File: src/hdl/tss_pkg.sv
package tss_pkg;

    // Fixed field widths
    localparam int SAMPLE_BITS = 12;
    localparam int STAMP_IN_BITS = 16;
    localparam int SPEED_BITS = 16;
    localparam int LEVEL_BITS = 10;
    localparam int REF_BITS = 14;
    localparam int MODE_BITS = 2;
    localparam int CFG_DATA_BITS = 14;
    localparam int CFG_INDEX_BITS = 3;

    // Level limits
    localparam logic [LEVEL_BITS-1:0] LEVEL_MAX = 10'd1000;
    localparam logic [LEVEL_BITS-1:0] LEVEL_RESET = 10'd400;

    // Frequency is a 1 MHz tick count divided into one second
    localparam int DIV_BITS = 20;
    localparam logic [DIV_BITS-1:0] TICKS_PER_SEC = 20'd1000000;
    localparam logic [SPEED_BITS-1:0] SPEED_SAT = 16'hFFFF;

    // Step cadence counters
    localparam logic [2:0] MOD5_WRAP = 3'd4;
    localparam logic [2:0] MOD5_HIT = 3'd4;
    localparam logic [5:0] MOD40_WRAP = 6'd39;
    localparam logic [5:0] MOD40_HIT = 6'd36;

    // Brake: a sample below this clears the period start stamp
    localparam logic [SAMPLE_BITS-1:0] BRAKE_CLEAR_MV = 12'd5;

    // Configuration reset values
    localparam logic [REF_BITS-1:0] REF_SPEED_RESET = 14'd400;
    localparam logic [SAMPLE_BITS-1:0] HIGH_THR_RESET = 12'd2800;
    localparam logic [SAMPLE_BITS-1:0] LOW_THR_RESET = 12'd100;
    localparam logic [REF_BITS-1:0] COARSE_RESET = 14'd260;
    localparam logic [REF_BITS-1:0] FINE_RESET = 14'd40;

    typedef enum logic [MODE_BITS-1:0] {
        MODE_RUN = 2'd0,
        MODE_DYN_BRAKE = 2'd1,
        MODE_ACT_BRAKE = 2'd2,
        MODE_SPARE = 2'd3
    } brake_mode_t;

    typedef enum logic [CFG_INDEX_BITS-1:0] {
        CFG_REF_SPEED = 3'd0,
        CFG_HIGH_THR = 3'd1,
        CFG_LOW_THR = 3'd2,
        CFG_COARSE = 3'd3,
        CFG_FINE = 3'd4,
        CFG_BRAKE = 3'd5
    } cfg_index_t;

    typedef struct packed {
        logic [REF_BITS-1:0] ref_speed;
        logic [SAMPLE_BITS-1:0] high_thr;
        logic [SAMPLE_BITS-1:0] low_thr;
        logic [REF_BITS-1:0] coarse_band;
        logic [REF_BITS-1:0] fine_band;
        logic [MODE_BITS-1:0] brake_mode;
    } cfg_t;

    typedef struct packed {
        logic done;
        logic [DIV_BITS-1:0] quotient;
    } div_stat_t;

    typedef enum logic [0:0] {
        ST_IDLE = 1'b0,
        ST_DIV = 1'b1
    } state_t;

endpackage

File: src/hdl/tss_cfg.sv
module tss_cfg (
    input  logic clk,
    input  logic rst_n,
    input  logic cfg_we,
    input  logic [tss_pkg::CFG_INDEX_BITS-1:0] cfg_index,
    input  logic [tss_pkg::CFG_DATA_BITS-1:0] cfg_wdata,
    output tss_pkg::cfg_t cfg
);

    tss_pkg::cfg_t cfg_reg;
    tss_pkg::cfg_t cfg_next;

    // Register file write decode; unknown indexes are dropped
    always_comb
    begin
        cfg_next = cfg_reg;
        if (cfg_we)
        begin
            case (cfg_index)
                tss_pkg::CFG_REF_SPEED: cfg_next.ref_speed = cfg_wdata;
                tss_pkg::CFG_HIGH_THR:
                    cfg_next.high_thr = cfg_wdata[tss_pkg::SAMPLE_BITS-1:0];
                tss_pkg::CFG_LOW_THR:
                    cfg_next.low_thr = cfg_wdata[tss_pkg::SAMPLE_BITS-1:0];
                tss_pkg::CFG_COARSE: cfg_next.coarse_band = cfg_wdata;
                tss_pkg::CFG_FINE: cfg_next.fine_band = cfg_wdata;
                tss_pkg::CFG_BRAKE:
                    cfg_next.brake_mode = cfg_wdata[tss_pkg::MODE_BITS-1:0];
                default: cfg_next = cfg_reg;
            endcase
        end
    end

    always_ff @(posedge clk or negedge rst_n)
    begin
        if (!rst_n)
        begin
            cfg_reg.ref_speed <= tss_pkg::REF_SPEED_RESET;
            cfg_reg.high_thr <= tss_pkg::HIGH_THR_RESET;
            cfg_reg.low_thr <= tss_pkg::LOW_THR_RESET;
            cfg_reg.coarse_band <= tss_pkg::COARSE_RESET;
            cfg_reg.fine_band <= tss_pkg::FINE_RESET;
            cfg_reg.brake_mode <= tss_pkg::MODE_DYN_BRAKE;
        end
        else
        begin
            cfg_reg <= cfg_next;
        end
    end

    assign cfg = cfg_reg;

endmodule

File: src/hdl/tss_divider.sv
module tss_divider #(
    parameter int DIVISOR_BITS = 16
) (
    input  logic clk,
    input  logic rst_n,
    input  logic start,
    input  logic [DIVISOR_BITS-1:0] divisor,
    output tss_pkg::div_stat_t stat
);

    localparam int CNT_BITS = $clog2(tss_pkg::DIV_BITS + 1);

    logic busy_reg, busy_next;
    logic done_reg, done_next;
    logic [CNT_BITS-1:0] cnt_reg, cnt_next;
    logic [tss_pkg::DIV_BITS-1:0] dvd_reg, dvd_next;
    logic [tss_pkg::DIV_BITS-1:0] quo_reg, quo_next;
    logic [DIVISOR_BITS-1:0] rem_reg, rem_next;
    logic [DIVISOR_BITS-1:0] dvs_reg, dvs_next;
    logic [DIVISOR_BITS:0] trial;
    logic fits;

    // One restoring step per cycle: shift in a dividend bit, try a subtract
    assign trial = {rem_reg, dvd_reg[tss_pkg::DIV_BITS-1]};
    assign fits = trial >= {1'b0, dvs_reg};

    always_comb
    begin
        busy_next = busy_reg;
        done_next = 1'b0;
        cnt_next = cnt_reg;
        dvd_next = dvd_reg;
        quo_next = quo_reg;
        rem_next = rem_reg;
        dvs_next = dvs_reg;
        if (start)
        begin
            busy_next = 1'b1;
            cnt_next = CNT_BITS'(tss_pkg::DIV_BITS - 1);
            dvd_next = tss_pkg::TICKS_PER_SEC;
            quo_next = '0;
            rem_next = '0;
            dvs_next = divisor;
        end
        else if (busy_reg)
        begin
            dvd_next = {dvd_reg[tss_pkg::DIV_BITS-2:0], 1'b0};
            quo_next = {quo_reg[tss_pkg::DIV_BITS-2:0], fits};
            if (fits)
            begin
                rem_next = DIVISOR_BITS'(trial - {1'b0, dvs_reg});
            end
            else
            begin
                rem_next = trial[DIVISOR_BITS-1:0];
            end
            if (cnt_reg == '0)
            begin
                busy_next = 1'b0;
                done_next = 1'b1;
            end
            else
            begin
                cnt_next = cnt_reg - 1'b1;
            end
        end
    end

    always_ff @(posedge clk or negedge rst_n)
    begin
        if (!rst_n)
        begin
            busy_reg <= 1'b0;
            done_reg <= 1'b0;
            cnt_reg <= '0;
        end
        else
        begin
            busy_reg <= busy_next;
            done_reg <= done_next;
            cnt_reg <= cnt_next;
        end
    end

    always_ff @(posedge clk)
    begin
        dvd_reg <= dvd_next;
        quo_reg <= quo_next;
        rem_reg <= rem_next;
        dvs_reg <= dvs_next;
    end

    assign stat.done = done_reg;
    assign stat.quotient = quo_reg;

endmodule

File: src/hdl/tachometer_speed_stepper_core.sv
// Tachometer speed stepper core.
// Input channel (in_valid/in_ready) takes one beat per sensor sample: sample_mv
// and the free-running microsecond timestamp_us. Output channel
// (out_valid/out_ready) returns exactly one beat per input beat: PWM compare
// value, drive level, measured speed, an update flag and the two brake pins.
// Configuration is written through cfg_we/cfg_index/cfg_wdata; the user must
// do so only while idle, as the block does not enforce it. Most beats produce a
// registered result in the cycle after acceptance. A beat that closes the speed
// recompute period runs the 20-step restoring divider (one quotient bit per
// cycle), answered when it reports done. Ordinary samples pass at one beat per
// cycle while the receiver keeps up; no beat is taken while the divider runs.
// The block takes a new beat only when the output register is empty or is
// being emptied in the same cycle, so a stalled receiver holds off the input.
// Reset clears the detector, period counters and measured speed, returns the
// drive level to 400 and loads the register defaults (dynamic brake mode).
module tachometer_speed_stepper_core #(
    parameter int STAMP_BITS = 16,
    parameter int UPDATE_INTERVAL = 60
) (
    input  logic clk,
    input  logic rst_n,
    input  logic in_valid,
    output logic in_ready,
    input  logic [11:0] sample_mv,
    input  logic [15:0] timestamp_us,
    output logic out_valid,
    input  logic out_ready,
    output logic [9:0] compare_value,
    output logic [9:0] drive_level,
    output logic [15:0] speed_rpm,
    output logic speed_updated,
    output logic dynamic_brake_pin,
    output logic active_brake_pin,
    input  logic cfg_we,
    input  logic [2:0] cfg_index,
    input  logic [13:0] cfg_wdata
);

    localparam int CNT_BITS = $clog2(UPDATE_INTERVAL + 1);

    tss_pkg::cfg_t cfg;
    tss_pkg::div_stat_t div_stat;
    tss_pkg::state_t state_reg, state_next;

    logic armed_reg, armed_next;
    logic [tss_pkg::SAMPLE_BITS-1:0] prev_reg, prev_next;
    logic second_reg, second_next;
    logic [STAMP_BITS-1:0] start_reg, start_next;
    logic [CNT_BITS-1:0] count_reg, count_next;
    logic [2:0] mod5_reg, mod5_next;
    logic [5:0] mod40_reg, mod40_next;
    logic [tss_pkg::SPEED_BITS-1:0] speed_reg, speed_next;
    logic [tss_pkg::LEVEL_BITS-1:0] level_reg, level_next;

    logic out_valid_reg, out_valid_next;
    logic [tss_pkg::LEVEL_BITS-1:0] cmp_reg, cmp_next;
    logic upd_reg, upd_next;
    logic dyn_reg, dyn_next;
    logic act_reg, act_next;

    logic accept;
    logic div_start;
    logic [31:0] stamp_wide;
    logic [STAMP_BITS-1:0] stamp;
    logic [STAMP_BITS-1:0] period;
    logic [tss_pkg::SPEED_BITS-1:0] ref_ext;
    logic [tss_pkg::SPEED_BITS-1:0] err;
    logic [tss_pkg::SPEED_BITS-1:0] freq;
    logic [tss_pkg::DIV_BITS-1:0] spd_x15;
    logic armed_now;
    logic pulse;
    logic step_en;

    tss_cfg u_cfg (
        .clk(clk),
        .rst_n(rst_n),
        .cfg_we(cfg_we),
        .cfg_index(cfg_index),
        .cfg_wdata(cfg_wdata),
        .cfg(cfg)
    );

    tss_divider #(
        .DIVISOR_BITS(STAMP_BITS)
    ) u_div (
        .clk(clk),
        .rst_n(rst_n),
        .start(div_start),
        .divisor(period),
        .stat(div_stat)
    );

    // Timestamp narrowed to the configured timer width
    assign stamp_wide = 32'(timestamp_us);
    assign stamp = stamp_wide[STAMP_BITS-1:0];
    assign period = stamp - start_reg;

    assign in_ready = (state_reg == tss_pkg::ST_IDLE) && (!out_valid_reg || out_ready);
    assign accept = in_valid && in_ready;

    // Speed error magnitude
    assign ref_ext = tss_pkg::SPEED_BITS'(cfg.ref_speed);
    assign err = (ref_ext > speed_reg) ? ref_ext - speed_reg : speed_reg - ref_ext;

    // Detector: arming is tested before the pulse check on the same sample
    assign armed_now = armed_reg || (sample_mv > cfg.high_thr);
    assign pulse = armed_now && (sample_mv < cfg.low_thr) && (prev_reg < cfg.low_thr);

    // Frequency saturation and freq * 15 as a shift and subtract
    assign freq = (div_stat.quotient > tss_pkg::DIV_BITS'(tss_pkg::SPEED_SAT))
                ? tss_pkg::SPEED_SAT : div_stat.quotient[tss_pkg::SPEED_BITS-1:0];
    assign spd_x15 = {freq, 4'b0000} - tss_pkg::DIV_BITS'(freq);

    always_comb
    begin
        state_next = state_reg;
        armed_next = armed_reg;
        prev_next = prev_reg;
        second_next = second_reg;
        start_next = start_reg;
        count_next = count_reg;
        mod5_next = mod5_reg;
        mod40_next = mod40_reg;
        speed_next = speed_reg;
        level_next = level_reg;
        out_valid_next = out_valid_reg;
        cmp_next = cmp_reg;
        upd_next = upd_reg;
        dyn_next = dyn_reg;
        act_next = act_reg;
        div_start = 1'b0;
        step_en = 1'b0;

        if (out_valid_reg && out_ready)
        begin
            out_valid_next = 1'b0;
        end

        case (state_reg)
            tss_pkg::ST_IDLE:
            begin
                if (accept)
                begin
                    upd_next = 1'b0;
                    dyn_next = 1'b0;
                    act_next = 1'b0;
                    out_valid_next = 1'b1;
                    if (cfg.brake_mode == tss_pkg::MODE_RUN)
                    begin
                        armed_next = pulse ? 1'b0 : armed_now;
                        prev_next = sample_mv;
                        if (pulse && !second_reg)
                        begin
                            // Opening edge of a period
                            start_next = stamp;
                            second_next = 1'b1;
                        end
                        else if (pulse)
                        begin
                            second_next = 1'b0;
                            if (count_reg < CNT_BITS'(UPDATE_INTERVAL))
                            begin
                                count_next = count_reg + 1'b1;
                                mod5_next = (mod5_reg == tss_pkg::MOD5_WRAP)
                                          ? 3'd0 : mod5_reg + 3'd1;
                                mod40_next = (mod40_reg == tss_pkg::MOD40_WRAP)
                                           ? 6'd0 : mod40_reg + 6'd1;
                                if (err > tss_pkg::SPEED_BITS'(cfg.coarse_band))
                                begin
                                    step_en = 1'b1;
                                end
                                else if (err > tss_pkg::SPEED_BITS'(cfg.fine_band))
                                begin
                                    step_en = (mod5_next == tss_pkg::MOD5_HIT);
                                end
                                else
                                begin
                                    step_en = (mod40_next == tss_pkg::MOD40_HIT);
                                end
                            end
                            else
                            begin
                                // Recompute period: result waits for the divider
                                count_next = '0;
                                mod5_next = '0;
                                mod40_next = '0;
                                div_start = 1'b1;
                                out_valid_next = 1'b0;
                                state_next = tss_pkg::ST_DIV;
                            end
                        end
                        // Step one count toward the reference, held to 0..1000
                        if (step_en)
                        begin
                            if (speed_reg <= ref_ext)
                            begin
                                if (level_reg < tss_pkg::LEVEL_MAX)
                                begin
                                    level_next = level_reg + 1'b1;
                                end
                            end
                            else if (level_reg != '0)
                            begin
                                level_next = level_reg - 1'b1;
                            end
                        end
                        cmp_next = tss_pkg::LEVEL_MAX - level_next;
                    end
                    else
                    begin
                        // Braking: detector frozen, level holds
                        act_next = (cfg.brake_mode == tss_pkg::MODE_ACT_BRAKE);
                        dyn_next = (cfg.brake_mode != tss_pkg::MODE_ACT_BRAKE);
                        if (sample_mv < tss_pkg::BRAKE_CLEAR_MV)
                        begin
                            start_next = '0;
                        end
                        cmp_next = tss_pkg::LEVEL_MAX;
                    end
                end
            end
            tss_pkg::ST_DIV:
            begin
                if (div_stat.done)
                begin
                    speed_next = (spd_x15 > tss_pkg::DIV_BITS'(tss_pkg::SPEED_SAT))
                               ? tss_pkg::SPEED_SAT : spd_x15[tss_pkg::SPEED_BITS-1:0];
                    upd_next = 1'b1;
                    cmp_next = tss_pkg::LEVEL_MAX - level_reg;
                    out_valid_next = 1'b1;
                    state_next = tss_pkg::ST_IDLE;
                end
            end
            default:
            begin
                state_next = tss_pkg::ST_IDLE;
            end
        endcase
    end

    always_ff @(posedge clk or negedge rst_n)
    begin
        if (!rst_n)
        begin
            state_reg <= tss_pkg::ST_IDLE;
            armed_reg <= 1'b0;
            prev_reg <= '0;
            second_reg <= 1'b0;
            start_reg <= '0;
            count_reg <= '0;
            mod5_reg <= '0;
            mod40_reg <= '0;
            speed_reg <= '0;
            level_reg <= tss_pkg::LEVEL_RESET;
            out_valid_reg <= 1'b0;
        end
        else
        begin
            state_reg <= state_next;
            armed_reg <= armed_next;
            prev_reg <= prev_next;
            second_reg <= second_next;
            start_reg <= start_next;
            count_reg <= count_next;
            mod5_reg <= mod5_next;
            mod40_reg <= mod40_next;
            speed_reg <= speed_next;
            level_reg <= level_next;
            out_valid_reg <= out_valid_next;
        end
    end

    // Result payload
    always_ff @(posedge clk)
    begin
        cmp_reg <= cmp_next;
        upd_reg <= upd_next;
        dyn_reg <= dyn_next;
        act_reg <= act_next;
    end

    assign out_valid = out_valid_reg;
    assign compare_value = cmp_reg;
    assign drive_level = level_reg;
    assign speed_rpm = speed_reg;
    assign speed_updated = upd_reg;
    assign dynamic_brake_pin = dyn_reg;
    assign active_brake_pin = act_reg;

endmodule

File: config.mk
export PLATFORM = sky130hd
export DESIGN_NAME = tachometer_speed_stepper_core
export DESIGN_NICKNAME = d
export VERILOG_FILES = /design/src/hdl/tss_pkg.sv /design/src/hdl/tss_cfg.sv /design/src/hdl/tss_divider.sv /design/src/hdl/tachometer_speed_stepper_core.sv
export SDC_FILE = /design/constraint.sdc
export NUM_CORES = 1
export LEC_CHECK = 0
export BUFFER_PORTS_ARGS = -buffer_cell sky130_fd_sc_hd__buf_2
export CAP_MARGIN = 20
export CORE_ASPECT_RATIO = 0.5
export CORE_MARGIN = 5
export CORE_UTILIZATION = 56
export DETAILED_ROUTE_END_ITERATION = 8
export HOLD_SLACK_MARGIN = 0.02
export PLACE_DENSITY = 0.87
export SLEW_MARGIN = 40
export SYNTH_ARGS = -nofsm -noshare
export SYNTH_HDL_FRONTEND = slang
export SYNTH_SLANG_ARGS = --single-unit
export TNS_END_PERCENT = 20
File: constraint.sdc
create_clock -name clk -period 6.1 [get_ports clk]
set_clock_uncertainty 0.1 [all_clocks]
set_input_delay 1.22 -clock clk [delete_from_list [all_inputs] [get_ports clk]]
set_output_delay 1.22 -clock clk [all_outputs]
set_load 0.02 [all_outputs]
Yosys cells after proc, flatten, opt, wreduce, memory -nomap -nowiden
Cells that the tools add are included.
W data, S select, Z words.
- output and inout port bits: 41
- flip-flop bits (word level): 227
- input port bits: 50
- mux-type cells: 62
- bitwise operators: 2
- reductions and logical operators: 31
- magnitude comparators: 13
- equal/unequal tests: 15
- $add $sub $neg: 13
- operators by type and width (kind ; count):
    $mux W16 ; 7
    $mux W10 ; 10
    $gt A20 B16 Y1 const B ; 2
    $mux W1 ; 33
    $gt A16 B14 Y1 ; 2
    $sub A16 B16 Y16 ; 2
    $lt A12 B12 Y1 ; 2
    $pmux W10 S2 ; 1
    $reduce_and A2 Y1 ; 10
    $sub A10 B10 Y10 const A ; 2
    $sub A20 B16 Y20 ; 1
    $mux W6 ; 3
    $ge A17 B16 Y1 ; 1
    $gt A14 B16 Y1 ; 1
    $le A16 B14 Y1 ; 1
    $sub A14 B16 Y16 ; 1
    $sub A16 B14 Y16 ; 1
    $mux W5 ; 3
    $add A6 B1 Y6 const B ; 2
    $eq A3 B3 Y1 const B ; 4
    $eq A6 B6 Y1 const B ; 2
    $gt A12 B12 Y1 ; 1
    $lt A12 B3 Y1 const B ; 1
    $add A10 B1 Y10 const B ; 1
    other kinds (24) ; 42

Logic depth before layout (Yosys ltp)
Gate-level depths: netlist of the first run.
- depth after elaboration: 19
- depth in mapped cells: 32
- mapped depth without buffers: 30

By module
From an unflattened synthesis of the first run, not the netlist that was laid out.
- cells, all modules: 1684
- area, all modules: 15240.9 um^2
- modules (own cells, without submodules) (module ; cells an instance ; seq. area each (um^2) ; instances ; area an instance (um^2)):
    tachometer_speed_stepper_core ; 1149 ; 2220.9 ; 1 ; 8899.8
    tss_divider ; 387 ; 1656.6 ; 1 ; 3718.6
    tss_cfg ; 148 ; 1722.9 ; 1 ; 2622.5

Worst setup path after synthesis of the first run
OpenSTA, ideal clock, no wires.
- kind: register -> register
- from: register speed_reg, in the netlist speed_rpm[6]
- to: register cmp_reg, in the netlist compare_value[8] (data pin)
- path buffers: 3
- stages on the path, launching flop included: 30
- clock period less this slack: 6.043 ns
- path slack: 0.057 ns
- arrival time: 5.666 ns
- setup time: 0.277 ns
- cells stage by stage: dfrtp_1 inv_1 ha_1 buf_2 nand4_2 a21oi_1 a2111oi_2 o32ai_1 o21a_1 clkbuf_1 mux2i_1 a21boi_0 o31ai_1 xor2_1 ha_1 a211oi_1 o21a_1 o211ai_1 o21ai_0 mux2i_1 o21ai_1 nand2_2 buf_2 nand2_1 xnor2_1 ha_1 a31o_2 a211oi_1 xnor2_1 a22oi_1
- longest elaborated chain between the ends: 19
- elaborated cells between the ends (all ways): 24
- those cells by class: 3 x add/sub; 4 x order compare; 17 x mux
- ends and longest elaborated chain (what ; RTL line ; text):
    from (decl) ; tachometer_speed_stepper_core.sv:52 ; logic [tss_pkg::SPEED_BITS-1:0] speed_reg, speed_next;
    from (signal assigned) ; tachometer_speed_stepper_core.sv:267 ; speed_reg <= speed_next;
    $sub A16 B14 Y16 (tied with other cells) ; tachometer_speed_stepper_core.sv:103 ; assign err = (ref_ext > speed_reg) ? ref_ext - speed_reg : speed_reg - ref_ext;
    $mux W16 ; tachometer_speed_stepper_core.sv:103 ;
    $gt A16 B14 Y1 ; tachometer_speed_stepper_core.sv:172 ; else if (err > tss_pkg::SPEED_BITS'(cfg.fine_band))
    $mux W1 ; tachometer_speed_stepper_core.sv:172 ;
    $mux W1 ; tachometer_speed_stepper_core.sv:168 ; if (err > tss_pkg::SPEED_BITS'(cfg.coarse_band))
    $mux W1 ; tachometer_speed_stepper_core.sv:161 ; if (count_reg < CNT_BITS'(UPDATE_INTERVAL))
    $mux W1 ; tachometer_speed_stepper_core.sv:158 ; else if (pulse)
    $mux W1 ; tachometer_speed_stepper_core.sv:152 ; if (pulse && !second_reg)
    [... 4 more ...] ; n/a ;
    $mux W10 (*) ; tachometer_speed_stepper_core.sv:148 ; if (cfg.brake_mode == tss_pkg::MODE_RUN)
    $mux W10 (*) ; tachometer_speed_stepper_core.sv:142 ; if (accept)
    $mux W10 (*) ; tachometer_speed_stepper_core.sv:139 ; case (state_reg)
    $sub A10 B10 Y10 (*) ; tachometer_speed_stepper_core.sv:207 ; cmp_next = tss_pkg::LEVEL_MAX - level_next;
    $mux W10 (*) ; tachometer_speed_stepper_core.sv:148 ;
    $mux W10 (*) ; tachometer_speed_stepper_core.sv:142 ;
    $pmux W10 S2 (*) ; tachometer_speed_stepper_core.sv:139 ;
    via cmp_next, one bit ; tachometer_speed_stepper_core.sv:56 ; logic [tss_pkg::LEVEL_BITS-1:0] cmp_reg, cmp_next;
    to (signal assigned) ; tachometer_speed_stepper_core.sv:276 ; cmp_reg <= cmp_next;
    to (decl) ; tachometer_speed_stepper_core.sv:56 ;
Mark *: on every way through the listed nets, which the timed path passes. The rest lies on a longest branch. The select of a mux whose other input is x is not followed.
A chain may end at the register's enable or synchronous reset.

Worst setup path after layout of the first run
- from: register speed_reg, in the netlist speed_rpm[6]
- to: register cmp_reg, in the netlist compare_value[7] (data pin)
The elaborated chain is that of the path after synthesis.

==> results.md, run 1 <==
Outcome:
- The run finished with clean final reports.

Timing:
- The final critical-path required period is approximately 6.0 ns.
- Setup repair after global routing could not meet its margin everywhere.
- Based on the critical path, the design can be clocked at up to roughly 170 MHz.
- The pin slew with the least headroom to its limit is roughly 0.77 ns.
- The number of pins with negative max-slew slack in the final report is 0.
- The worst path uses approximately 98% of the clock period.
- The tightest slew margin relative to the limit is roughly 49%.
- The number of failing setup endpoints in the final timing report is 0.
- The number of hold violations in the final report is 0.

Detailed routing:
- In the routed layout, each cell is associated on average with a via count of 5.93.
- The final antenna-violating net count is 0.
- In the final routed layout, each cell accounts on average for approximately 17 um.
- The met2 routed wirelength is 17,800 um.
- The topmost layer with routed signal wires is met5.
- The detailed-router iteration count before antenna repair is 6.
- The sum of routed wire length over all layers is roughly 39,000 um.
- The vias after detailed routing is around 13,000.
- In the routed design, unresolved DRC markers number 0.
- Summed over all nets, wire length on met3 after detailed routing comes to 3000 um.
- The sum of routed wire segments on met1 is ~16,000 um.
- The number of design-rule violations left by the first detailed-router iteration is roughly 1,200.

Layout:
- Leaving out fill and tap cells, the most frequent cell in the layout is sky130_fd_sc_hd__nand2_1.
- Cells fill between 60 and 70% of the core in the end.
- The post-synthesis to final-layout area growth is 14.0%.
- The flip-flop count of the largest register, all copies and words added is 68.
- The share of final-layout standard cells stronger than drive strength 1 is between 10% and 20%.
- The net count of the finished layout is 2,037.
- The final instance area is between 15,000 and 20,000 um2.
- In the layout the commonest cells are sky130_fd_sc_hd__nand2_1, sky130_fd_sc_hd__inv_1, sky130_fd_sc_hd__ha_1.

Pwr:
- The power density over cell area is about 300 nW/um2.
- The internal power consumption is 3.35 mW.
- The switching power is 1.74 mW.
- The share of total power dissipated in the clock network is 29.8%.
- In this run switching power makes up 34.2% of total power.
- Registers are responsible for between 30% and 40% of the overall power.
- The leakage power is 7.78 nW.
- IR analysis of the VDD net gives a maximum drop of around 200 uV.
- The share of total power dissipated in combinational logic is 33.4%.

Worst hold path:
- The startpoint identified for the worst hold timing path is u_div.dvd_reg[6]$_SDFFE_PP1P_.
- The worst hold path belongs to the class flop to flop.

CTS:
- The clock tree from TritonCTS is done.
- In this run the deepest clock path goes through 3 buffers.
- In this run, post-CTS hold repair placed 0 buffers.
- The cell sitting at the root of the clock tree is a sky130_fd_sc_hd__clkbuf_16.
- The number of H-tree levels is 1.
- In this run, CTS created clock tree buffers numbering 23.
- The clock sink total is around 230.
- Clock-pin slew was measured on the worst setup and hold paths at 0.07 ns.
- At the later pin of the worst-skew pair, clock insertion delay measures between 0.5 and 0.6 ns.

Synth:
- The synthesized area is 15,000 um2.
- Yosys mapped a number of flops with a built-in enable equal to 29.
- The number of distinct library cells after synthesis is a little under 90.
- The post-synth net total is between 1,500 and 2,000.
- The number of instances in the synthesized netlist is ~1,700.
- For this run, the number of Yosys warnings is 0.
- Among all flip-flop cells after synthesis, the most frequent one is sky130_fd_sc_hd__dfrtp_1.
- Synthesis inferred around 230 register bits.
- The average instance area after synthesis is around 8.7 um2.
- The sequential-to-total area share from yosys stat is a little under two fifths.
- The share of async-settable or async-resettable flops after synthesis is about 65%.

GRT:
- The via count of the first global-routing pass is around 13,000.
- The total routing resource utilization after global routing is between 20% and 30%.
- The initial antenna violation count was 3.
- Entering global routing, the biggest net connects 67 pins.
- The global-route congestion overflow total is 0.
- The first global-routing pass estimated 62,700 um of wire.

Setup path:
- The largest driver fanout on the critical path is 5.
- The arrival time at the worst endpoint is just over 6 ns.
- STA classifies the critical path endpoint as a flop.
- The largest stage delay on the critical path is about 0.44 ns.
- STA classifies the critical path startpoint as a flop.
- The startpoint identified for the worst register-to-register timing path is speed_rpm[6]$_DFFE_PN0P_.
- Data on the critical path is required at its endpoint by ~6.3 ns.
- The startpoint of the worst setup timing path is speed_rpm[6]$_DFFE_PN0P_.
- The highest-delay cell along the critical path is sky130_fd_sc_hd__dfrtp_1.
- The critical path is of the flop to flop type.

Die:
- After floorplanning, the core was sized to cover between 20,000 and 30,000 um2.
- In this run the core area contains 42 standard-cell rows.
- The full die area is just over 30,000 um2.
- approximately 90 I/O pins were placed.
- The x dimension of the die is approximately 240 um.
- The die outline height is about 130 um.
- For this configuration, the core starts out at a cell density of approximately 57%.

Placed design:
- In this run the tool buffered the top-level ports with 90 buffer cells.
- The placed instances occupy a cell area of between 15,000 and 20,000 um2.
- The wire-length estimate of the detail-placed layout is 28,300 um.
- The placer congestion estimate is ~1.0.

Run:
- Across the run, the number of max-cap violations was 0.
[layout make-up]
| type | instances | area, um2 |
|---|---|---|
| fillers | 2073 | 9310 |
| inverters | 171 | 644 |
| well taps | 352 | 440 |
| clock buffers | 32 | 693 |
| diodes | 2 | 5.00 |
| clock inverters | 10 | 121 |
| flip-flops and latches | 227 | 5600 |
| multi-input cells | 1267 | 8700 |
| repair buffers | 149 | 917 |
[Yosys cell counts (all sizes together), types with 7 or more instances]
master | n | area share [%]
nand2 | 237 | 6.0
inv | 169 | 4.2
ha | 144 | 12
o21ai | 142 | 4.8
dfrtp | 128 | 21
nor2 | 122 | 3.0
a21oi | 89 | 3.0
clkbuf | 51 | 1.3
dfxtp | 50 | 6.7
nand3 | 46 | 1.5
xnor2 | 43 | 2.6
mux2i | 42 | 2.8
edfxtp | 29 | 5.8
nor3 | 29 | 1.0
xor2 | 26 | 1.5
nand4 | 24 | 1.0
nor2b | 24 | 1.0
mux2 | 22 | 1.6
a211oi | 21 | 1.1
a21o | 20 | 1.0
dfstp | 20 | 3.5
nand2b | 19 | 0.79
a32oi | 16 | 0.93
a21boi | 13 | 0.65
o21a | 13 | 0.65
and2 | 12 | 0.50
and3 | 12 | 0.51
buf | 11 | 0.47
o211ai | 11 | 0.58
o31ai | 11 | 0.55
a31oi | 10 | 0.42
nor4 | 9 | 0.47
or2 | 9 | 0.37
o22ai | 7 | 0.33
[path summary, 6_finish.rpt]
| check | slack [ns] | cells after the start | endpoint |
|---|---|---|---|
| worst max-delay path | 0.12 | 27 | compare_value[7]$_DFFE_PP_ |
| worst min-delay path | 0.36 | 1 | u_div.dvd_reg[6]$_SDFFE_PP1P_ |
| worst max register to register | 0.12 | 27 | compare_value[7]$_DFFE_PP_ |
| worst min register to register | 0.36 | 1 | u_div.dvd_reg[6]$_SDFFE_PP1P_ |
| max in group asynchronous | 4.42 | 2 | u_div.busy_reg$_DFF_PN0_ |
| min in group asynchronous | 0.45 | 1 | start_reg[11]$_DFFE_PN0P_ |
[metrics by stage]
stage / power, mW / setup slack [ns] / hold WS [ns] / setup TNS, ns / std cells
floorplan: 3.00 / 0.0566 / 0.323 / 0 / 1727
global placement: 3.41 / 0.0791 / 0.338 / 0 / 2157
detailed placement: 3.48 / -0.169 / 0.350 / -0.529 / 2157
CTS: 5.02 / 0.0175 / 0.366 / 0 / 2200
global route: 5.40 / -0.112 / 0.382 / -0.304 / 2210
finish: 5.09 / 0.118 / 0.361 / 0 / 2210
[power by group through the flow]
stage | logic [mW] | registers, mW | clock network [mW]
after floorplan | 1.13 | 1.87 | 0
after global placement | 1.52 | 1.89 | 0
after detailed placement | 1.58 | 1.90 | 0
after CTS | 1.60 | 1.87 | 1.55
after global routing | 1.89 | 1.89 | 1.61
final | 1.70 | 1.87 | 1.52
[repair_timing]
| item | 4_1_cts | 5_1_grt |
|---|---|---|
| setup endpoints to repair | 7 | 9 |
| buffers inserted | 1 | 7 |
| gates cloned | 0 | 0 |
| gates resized for setup | 3 | 35 |
| pin swaps | 3 | 24 |
[kinds of logic (layout without fill, tap and decap cells)]
kind of cell | Yosys count | count (layout) | share of synthesized area [%]
mux | 64 | 64 | 4.45
flops | 227 | 227 | 37.3
compound gates | 415 | 415 | 17.8
buf+inv | 233 | 362 | 6.03
xor+xnor | 69 | 69 | 4.07
simple gates | 571 | 571 | 17.8
other cells | 0 | 2 | 0
fa+ha+maj | 148 | 148 | 12.5
[metal layers]
layer | track usage (%) | up-vias
met3 | 4.72 | 124
li1 | - | 6276
met1 | 32.1 | 6157
met2 | 41.4 | 536
met4 | 8.51 | 2
met5 | 0 | -
[critical path: cells and delay by family (launching register included)]
family                     cells  cell delay [ns]
xor gates and xnor gates       2             0.45
AOI/OAI and AO/OA             12             2.55
and+or+nand+nor                5             0.49
DFF                            1             0.44
adders and majority gates      2             0.66
muxes                          1             0.28
buffers and inverters          5             0.72
(Power assumes the default switching activity.)
==> inputs of run 2 (changes only) <==
--- a/config.mk
+++ b/config.mk
@@ -12,7 +12,7 @@
 export CORE_UTILIZATION = 56
 export DETAILED_ROUTE_END_ITERATION = 8
 export HOLD_SLACK_MARGIN = 0.02
-export PLACE_DENSITY = 0.87
+export PLACE_DENSITY = 0.79
 export SLEW_MARGIN = 40
 export SYNTH_ARGS = -nofsm -noshare
 export SYNTH_HDL_FRONTEND = slang
==> run 2 against run 1 <==
Die area unchanged. Via count down 3.5%. Hold slack better by 0.0025 ns. Final cell count about the same. Power down 3.4%. Critical path type unchanged.
==> results.md, run 2 (synthesis results as in run 1) <==
Placed design:
- The HPWL after detailed placement came to 27,500 um (was 28,300 um).
- The placer congestion estimate is 0.985 (was 1.00).
- The number of placed instances with taps included came to 2,165 (was 2,157).
- The count of input and output buffers is 90 (unchanged).
- The instance area after placement is 16,100 um2 (about the same).
- The worst slack at placement was -0.130 ns (was -0.169 ns).

GRT:
- The initial antenna violation count is 1 (was 3).
- The global-route wire length before repair is 60,700 um (was 62,700 um).
- The pin count of the biggest net entering global routing is 98 (was 67).
- The global-route congestion overflow total was 0 (unchanged).
- The total routing resource utilization after global routing came to 23.8% (was 24.5%).
- The via count of the first global-routing pass is 12,100 (was 12,700).

Setup path:
- By instance count, the cell type seen most on the critical path is sky130_fd_sc_hd__ha_1.
- The arrival time at the worst endpoint is 5.97 ns (was 6.16 ns).
- The highest-delay cell along the critical path is sky130_fd_sc_hd__o41a_1 (was sky130_fd_sc_hd__dfrtp_1).
- The setup slack of the most critical reg-to-reg path is 0.30 ns (was 0.12 ns).
- The path type of the worst setup path is flop to flop (unchanged).
- The largest driver fanout on the critical path is 8 (was 5).
- The endpoint required time on the critical path is 6.28 ns (about the same).
- The startpoint type of the worst setup path is a flop (unchanged).
- The sort of element at the end of the critical path is a flop (unchanged).
- The largest stage delay on the critical path is 0.46 ns (was 0.44 ns).
- The startpoint of the most critical register-to-register path is speed_rpm[3]$_DFFE_PN0P_ (was speed_rpm[6]$_DFFE_PN0P_).
- The startpoint of the worst setup timing path was speed_rpm[3]$_DFFE_PN0P_ (was speed_rpm[6]$_DFFE_PN0P_).

Timing:
- The pin slew with the least headroom to its limit was 0.804 ns (was 0.769 ns).
- The worst hold slack is 0.364 ns (was 0.361 ns).
- The tightest slew margin relative to the limit came to 46.4% (was 48.6%).
- The number of failing setup endpoints in the final timing report came to 0 (unchanged).
- The final critical-path required period is 5.80 ns (was 5.98 ns).
- The part of the cycle the worst path needs is 95.0% (was 98.1%).
- The setup slack after layout came to 0.304 ns (was 0.118 ns).
- The fmax is 173 MHz (was 167 MHz).
- The number of hold violations in the final report came to 0 (unchanged).
- The number of pins with negative max-slew slack in the final report is 0 (unchanged).

Layout:
- The final core area utilization is 64.3% (was 64.8%).
- The number of fill cells in the layout is 2,231 (was 2,073).
- The flip-flop count of the largest register, all copies and words added is 68 (unchanged).
- The final instance area was 17,000 um2 (was 17,100 um2).
- The number of nets in the finished design is 2,039 (was 2,037).
- The final standard cell count with taps included and fillers excluded came to 2,211 (was 2,210).
- The most frequent standard cell in the layout excluding fill and tap cells is sky130_fd_sc_hd__nand2_1 (unchanged).
- The post-synthesis to final-layout area growth came to 13.1% (was 14.0%).
- The share of final-layout standard cells stronger than drive strength 1 is 15.0% (was 15.9%).
- Leading cell types in the layout, fill and taps excluded: sky130_fd_sc_hd__nand2_1, sky130_fd_sc_hd__inv_1, sky130_fd_sc_hd__ha_1 (unchanged).

Pwr:
- The sequential power share was 38.0% (was 36.8%).
- The worst supply voltage drop on vdd was 187 uV (was 205 uV).
- The switching power was 1.70 mW (was 1.74 mW).
- The switching part of the total is 34.5% (was 34.2%).
- The combinational share of power was 33.5% (was 33.4%).
- The power density over cell area is 290 nW/um2 (was 297 nW/um2).
- The share of total power in the clock network is 28.6% (was 29.8%).
- The leakage power is 7.75 nW (was 7.78 nW).
- The internal power consumption is 3.22 mW (was 3.35 mW).

CTS:
- The clock tree from TritonCTS is done (unchanged).
- The clock sink total came to 227 (unchanged).
- The number of hold buffers added after CTS is 0 (unchanged).
- The post-CTS clock slew at the launch and capture registers of the worst setup and hold paths was 0.07 ns (about the same).
- The latest clock arrival within the worst-skew pair is 0.54 ns (was 0.55 ns).
- The library cell used as clock root buffer is sky130_fd_sc_hd__clkbuf_16 (unchanged).
- The number of H-tree levels came to 1 (unchanged).
- The deepest clock path buffer count came to 3 (unchanged).
- The number of buffers inserted during clock tree synthesis is 23 (unchanged).

Detailed routing:
- The detailed-router iteration count before antenna repair is 6 (unchanged).
- The vias after detailed routing was 12,600 (was 13,100).
- The sum of routed wire length over all layers is 37,100 um (was 38,600 um).
- The detailed-route wire length per cell was 16.8 um (was 17.5 um).
- The final antenna-violating net count is 0 (unchanged).
- The number of design-rule violations left by the first detailed-router iteration was 963 (was 1,168).
- The post-detailed-route DRC marker count is 0 (unchanged).
- The routed via count divided by cell count is 5.72 (was 5.93).

Outcome:
- Outcome: complete, no violations (unchanged).

Die:
- The full die area is 30,400 um2 (unchanged).
- The I/O pin count is 91 (unchanged).
- The number of standard-cell rows in the floorplan is 42 (unchanged).
- The x dimension of the die came to 242 um (unchanged).
- The starting density of the core came to 56.8% (unchanged).
- The die outline height is 126 um (unchanged).
- The area of the core region was 26,400 um2 (unchanged).

Worst hold path:
- The class of the tightest hold or removal check is flop to flop (unchanged).
- The hold path startpoint was start_reg[12]$_DFFE_PN0P_ (was u_div.dvd_reg[6]$_SDFFE_PP1P_).

Run:
- The max-capacitance violation count is 0 (unchanged).
run 2: layer usage:
metal	vias up	routed length [um]	global-route usage, %
li1	6281	-	-
met1	5945	17200	32.9
met2	341	16800	39.3
met3	69	2160	4.47
met4	0	972	6.24
met5	-	0	0
run 2: area by class of cell:
cell class                      instances  area [um2]  area share [%]
Sequential cell                       227        5600            33.0
Timing Repair Buffer                  151         946            5.57
Multi-Input combinational cell       1267        8620            50.7
Clock inverter                         10        95.1           0.560
Clock buffer                           32         639            3.76
Antenna cell                            1        2.50          0.0147
Inverter                              171         644            3.79
Tap cell                              352         440            2.59
run 2: timing repair:
item                       4_1_cts  5_1_grt
resized for setup                4       15
buffers inserted                 0        2
pin swaps                        2       14
setup endpoints to repair        3        8
run 2: path summary, 6_finish.rpt:
kind / end / cells past startpoint
max: compare_value[6]$_DFFE_PP_ / 26
min: start_reg[12]$_DFFE_PN0P_ / 2
max reg2reg: compare_value[6]$_DFFE_PP_ / 26
min reg2reg: start_reg[12]$_DFFE_PN0P_ / 2
max in group asynchronous: speed_rpm[15]$_DFFE_PN0P_ / 3
min in group asynchronous: start_reg[8]$_DFFE_PN0P_ / 1
run 2: through the flow:
stage	TNS [ns]	power (mW)
global route	-0.0220	5.23
CTS	0	4.91
finish	0	4.92
global placement	0	3.44
detailed placement	-0.200	3.48
floorplan	0	3.00
run 2: power groups by stage:
stage / Sequential (mW) / Clock (mW) / Combinational, mW
floorplan: 1.87 / 0 / 1.13
global placement: 1.89 / 0 / 1.55
detailed placement: 1.89 / 0 / 1.59
CTS: 1.87 / 1.44 / 1.61
global route: 1.89 / 1.50 / 1.84
finish: 1.87 / 1.41 / 1.65
run 2: worst max-delay path: cells and delay by family, from the launching register on:
family                   cells  cell delay (ns)
AO/OA/AOI/OAI               14             2.80
adder cells (fa/ha/maj)      3             0.87
AND/OR/NAND/NOR              3             0.47
XOR/XNOR                     2             0.39
buffers and inverters        3             0.37
flip-flops                   1             0.35
multiplexers                 1             0.15
==> inputs of run 3 (changes only) <==
--- a/config.mk
+++ b/config.mk
@@ -5,14 +5,16 @@
 export SDC_FILE = /design/constraint.sdc
 export NUM_CORES = 1
 export LEC_CHECK = 0
-export BUFFER_PORTS_ARGS = -buffer_cell sky130_fd_sc_hd__buf_2
 export CAP_MARGIN = 20
 export CORE_ASPECT_RATIO = 0.5
 export CORE_MARGIN = 5
 export CORE_UTILIZATION = 56
+export CTS_BUF_LIST = sky130_fd_sc_hd__clkbuf_4 sky130_fd_sc_hd__clkbuf_8
 export DETAILED_ROUTE_END_ITERATION = 8
+export DONT_BUFFER_PORTS = 1
+export GPL_ROUTABILITY_DRIVEN = 0
 export HOLD_SLACK_MARGIN = 0.02
-export PLACE_DENSITY = 0.79
+export PLACE_DENSITY = 0.76
 export SLEW_MARGIN = 40
 export SYNTH_ARGS = -nofsm -noshare
 export SYNTH_HDL_FRONTEND = slang
==> run 3 against run 2 <==
Combinational power is 3% lower. Sequential power hardly changed. Hold slack worse by 0.12 ns. Clock power hardly changed. Maximum frequency is 1.5% lower. Sequential cell count stayed put. Die area stayed put. Register-to-register slack worse by 0.09 ns. Via count is 1.3% lower. Wire length is 1.0% lower. Clock-buffer cell count is 26 higher. Final cell count is 2.6% lower. Critical endpoint is now compare_value[7]$_DFFE_PP_. Highest routed layer unchanged.
==> results.md, run 3 (synthesis results as in run 1) <==
Placed design:
- The instance area after placement was 15,700 um2 (was 16,100 um2).
- The worst slack at placement was -0.141 ns (was -0.130 ns).
- The count of input and output buffers is 0 (was 90).
- The number of placed instances with taps included is 2,076 (was 2,165).
- The HPWL after detailed placement was 27,100 um (was 27,500 um).

Layout:
- The most frequent standard cell in the layout excluding fill and tap cells is sky130_fd_sc_hd__nand2_1 (unchanged).
- The number of nets in the finished design is 1,971 (was 2,039).
- The post-synthesis to final-layout area growth is 11.2% (was 13.1%).
- The final instance area came to 16,700 um2 (was 17,000 um2).
- The share of final-layout standard cells stronger than drive strength 1 came to 13.6% (was 15.0%).
- The final standard cell count with taps included and fillers excluded is 2,153 (was 2,211).
- The flip-flop count of the largest register, all copies and words added is 68 (unchanged).
- Leading cell types in the layout, fill and taps excluded: sky130_fd_sc_hd__nand2_1, sky130_fd_sc_hd__inv_1, sky130_fd_sc_hd__ha_1 (unchanged).

Timing:
- The part of the cycle the worst path needs is 96.5% (was 95.0%).
- The final critical-path required period is 5.88 ns (was 5.80 ns).
- The setup slack after layout is 0.216 ns (was 0.304 ns).
- The number of hold violations in the final report is 0 (unchanged).
- The fmax is 170 MHz (was 173 MHz).
- The tightest slew margin relative to the limit is 47.5% (was 46.4%).
- The pin slew with the least headroom to its limit is 0.788 ns (was 0.804 ns).
- The number of failing setup endpoints in the final timing report was 0 (unchanged).
- The number of pins with negative max-slew slack in the final report was 0 (unchanged).

CTS:
- The clock sink total was 227 (unchanged).
- The deepest clock path buffer count is 3 (unchanged).
- The post-CTS clock slew at the launch and capture registers of the worst setup and hold paths is 0.07 ns (about the same).
- The latest clock arrival within the worst-skew pair is 0.57 ns (was 0.54 ns).
- The number of buffers inserted during clock tree synthesis is 36 (was 23).
- The number of H-tree levels is 2 (was 1).
- The clock tree from TritonCTS is done (unchanged).
- The library cell used as clock root buffer is sky130_fd_sc_hd__clkbuf_8 (was sky130_fd_sc_hd__clkbuf_16).
- The number of hold buffers added after CTS came to 0 (unchanged).

GRT:
- The initial antenna violation count is 0 (was 1).
- The total routing resource utilization after global routing came to 23.6% (was 23.8%).
- The pin count of the biggest net entering global routing is 149 (was 98).
- The global-route congestion overflow total is 0 (unchanged).
- The global-route wire length before repair is 59,900 um (was 60,700 um).
- The via count of the first global-routing pass is 11,800 (was 12,100).

Pwr:
- The switching power is 1.69 mW (was 1.70 mW).
- The power density over cell area is 292 nW/um2 (was 290 nW/um2).
- The worst supply voltage drop on vdd is 199 uV (was 187 uV).
- The switching part of the total is 34.6% (was 34.5%).
- The combinational share of power came to 32.8% (was 33.5%).
- The share of total power in the clock network was 28.5% (was 28.6%).
- The leakage power was 7.50 nW (was 7.75 nW).
- The internal power consumption came to 3.19 mW (was 3.22 mW).
- The sequential power share came to 38.7% (was 38.0%).

Outcome:
- Outcome: complete, no violations (unchanged).

Worst hold path:
- The class of the tightest hold or removal check is input port to async pin (was flop to flop).

Setup path:
- The largest driver fanout on the critical path was 8 (unchanged).
- The path type of the worst setup path is flop to flop (unchanged).
- The startpoint type of the worst setup path is a flop (unchanged).
- The setup slack of the most critical reg-to-reg path was 0.22 ns (was 0.30 ns).
- The sort of element at the end of the critical path was a flop (unchanged).
- The arrival time at the worst endpoint was 6.09 ns (was 5.97 ns).
- The endpoint required time on the critical path was 6.30 ns (was 6.28 ns).

Detailed routing:
- The vias after detailed routing was 12,500 (was 12,600).
- The sum of routed wire length over all layers is 36,800 um (was 37,100 um).
- The detailed-router iteration count before antenna repair is 5 (was 6).
- The final antenna-violating net count was 0 (unchanged).
- The routed via count divided by cell count is 5.79 (was 5.72).
- The detailed-route wire length per cell is 17.1 um (was 16.8 um).
- The number of design-rule violations left by the first detailed-router iteration came to 1,062 (was 963).
- The post-detailed-route DRC marker count is 0 (unchanged).

Die:
- The x dimension of the die is 242 um (unchanged).
- The number of standard-cell rows in the floorplan is 42 (unchanged).
- The starting density of the core was 56.8% (unchanged).
- The full die area is 30,400 um2 (unchanged).
- The area of the core region is 26,400 um2 (unchanged).
- The die outline height is 126 um (unchanged).
- The I/O pin count is 91 (unchanged).

Run:
- The max-capacitance violation count is 0 (unchanged).
run 3: cell types whose count changed in the layout (fill, tap and decap cells not counted), sizes merged:
cell,delta
clkbuf,+26
bufinv,-1
buf,-81
inv,+1
clkinv,-3
run 3: worst max-delay path, cell delays in order, from the launching register on:
cell and delay, ns:
sky130_fd_sc_hd__dfrtp_1 0.42, sky130_fd_sc_hd__inv_1 0.10, sky130_fd_sc_hd__ha_1 0.17, sky130_fd_sc_hd__inv_1 0.06, sky130_fd_sc_hd__fa_2 0.36, sky130_fd_sc_hd__a211o_1 0.33
sky130_fd_sc_hd__a211oi_2 0.27, sky130_fd_sc_hd__or2_2 0.18, sky130_fd_sc_hd__mux2i_1 0.10, sky130_fd_sc_hd__a221o_1 0.33, sky130_fd_sc_hd__a221oi_2 0.26, sky130_fd_sc_hd__xnor2_1 0.17
sky130_fd_sc_hd__ha_1 0.34, sky130_fd_sc_hd__nand4_1 0.15, sky130_fd_sc_hd__nor4_2 0.29, sky130_fd_sc_hd__a211oi_1 0.08, sky130_fd_sc_hd__o21ai_1 0.12, sky130_fd_sc_hd__mux2i_1 0.29
sky130_fd_sc_hd__o21ai_2 0.14, sky130_fd_sc_hd__nand2_2 0.18, sky130_fd_sc_hd__buf_8 0.13, sky130_fd_sc_hd__buf_4 0.15, sky130_fd_sc_hd__o21ai_0 0.11, sky130_fd_sc_hd__a32o_2 0.29
sky130_fd_sc_hd__and3_1 0.16, sky130_fd_sc_hd__o32a_1 0.33
run 3: routing by layer:
metal  track usage, %  part of all wire (%)  vias to the layer above  wire length, um
met4             7.61                   2.9                        0             1050
li1                 -                     -                     6143                -
met1             33.1                    47                     5886            17200
met2             36.8                    43                      361            16000
met5                0                     0                        -                0
met3             5.33                   7.0                       78             2580
run 3: power groups by stage:
stage	combinational, mW	sequential, mW	clock [mW]
final	1.60	1.89	1.39
after global placement	1.44	1.91	0
after floorplan	1.13	1.87	0
after CTS	1.50	1.89	1.42
after detailed placement	1.48	1.92	0
after global routing	1.79	1.91	1.50
run 3: layout make-up:
cell class,instances,area [um2]
inverters,171,644
diodes,1,2.50
clock inverters,7,50.0
repair buffers,70,537
fillers,2206,9730
multi-input cells,1267,8710
well taps,352,440
flip-flops and latches,227,5600
clock buffers,58,717
run 3: path summary, 6_finish.rpt:
path / startpoint / end / depth (start not counted)
max: speed_rpm[0]$_DFFE_PN0P_ / compare_value[7]$_DFFE_PP_ / 25
min reg2reg: start_reg[13]$_DFFE_PN0P_ / start_reg[13]$_DFFE_PN0P_ / 2
min in group clk: start_reg[13]$_DFFE_PN0P_ / start_reg[13]$_DFFE_PN0P_ / 2
max in group asynchronous: rst_n / drive_level[8]$_DFFE_PN1P_ / 0
max reg2reg: speed_rpm[0]$_DFFE_PN0P_ / compare_value[7]$_DFFE_PP_ / 25
min: rst_n / start_reg[11]$_DFFE_PN0P_ / 0
run 3: per-stage QoR:
stage / hold slack, ns / util (%) / setup TNS [ns] / power, mW
floorplan: 0.323 / - / 0 / 3.00
global placement: 0.341 / 59.3 / 0 / 3.35
detailed placement: 0.356 / 59.3 / -0.362 / 3.40
CTS: 0.208 / 62.2 / 0 / 4.81
finish: 0.240 / 63.2 / 0 / 4.88
global route: 0.194 / 63.2 / -0.00644 / 5.20
run 3: timing repair:
item,in CTS,in global routing
endpoints found under the setup margin,6,9
buffers inserted,0,11
pin swaps,0,29
resized for setup,6,36
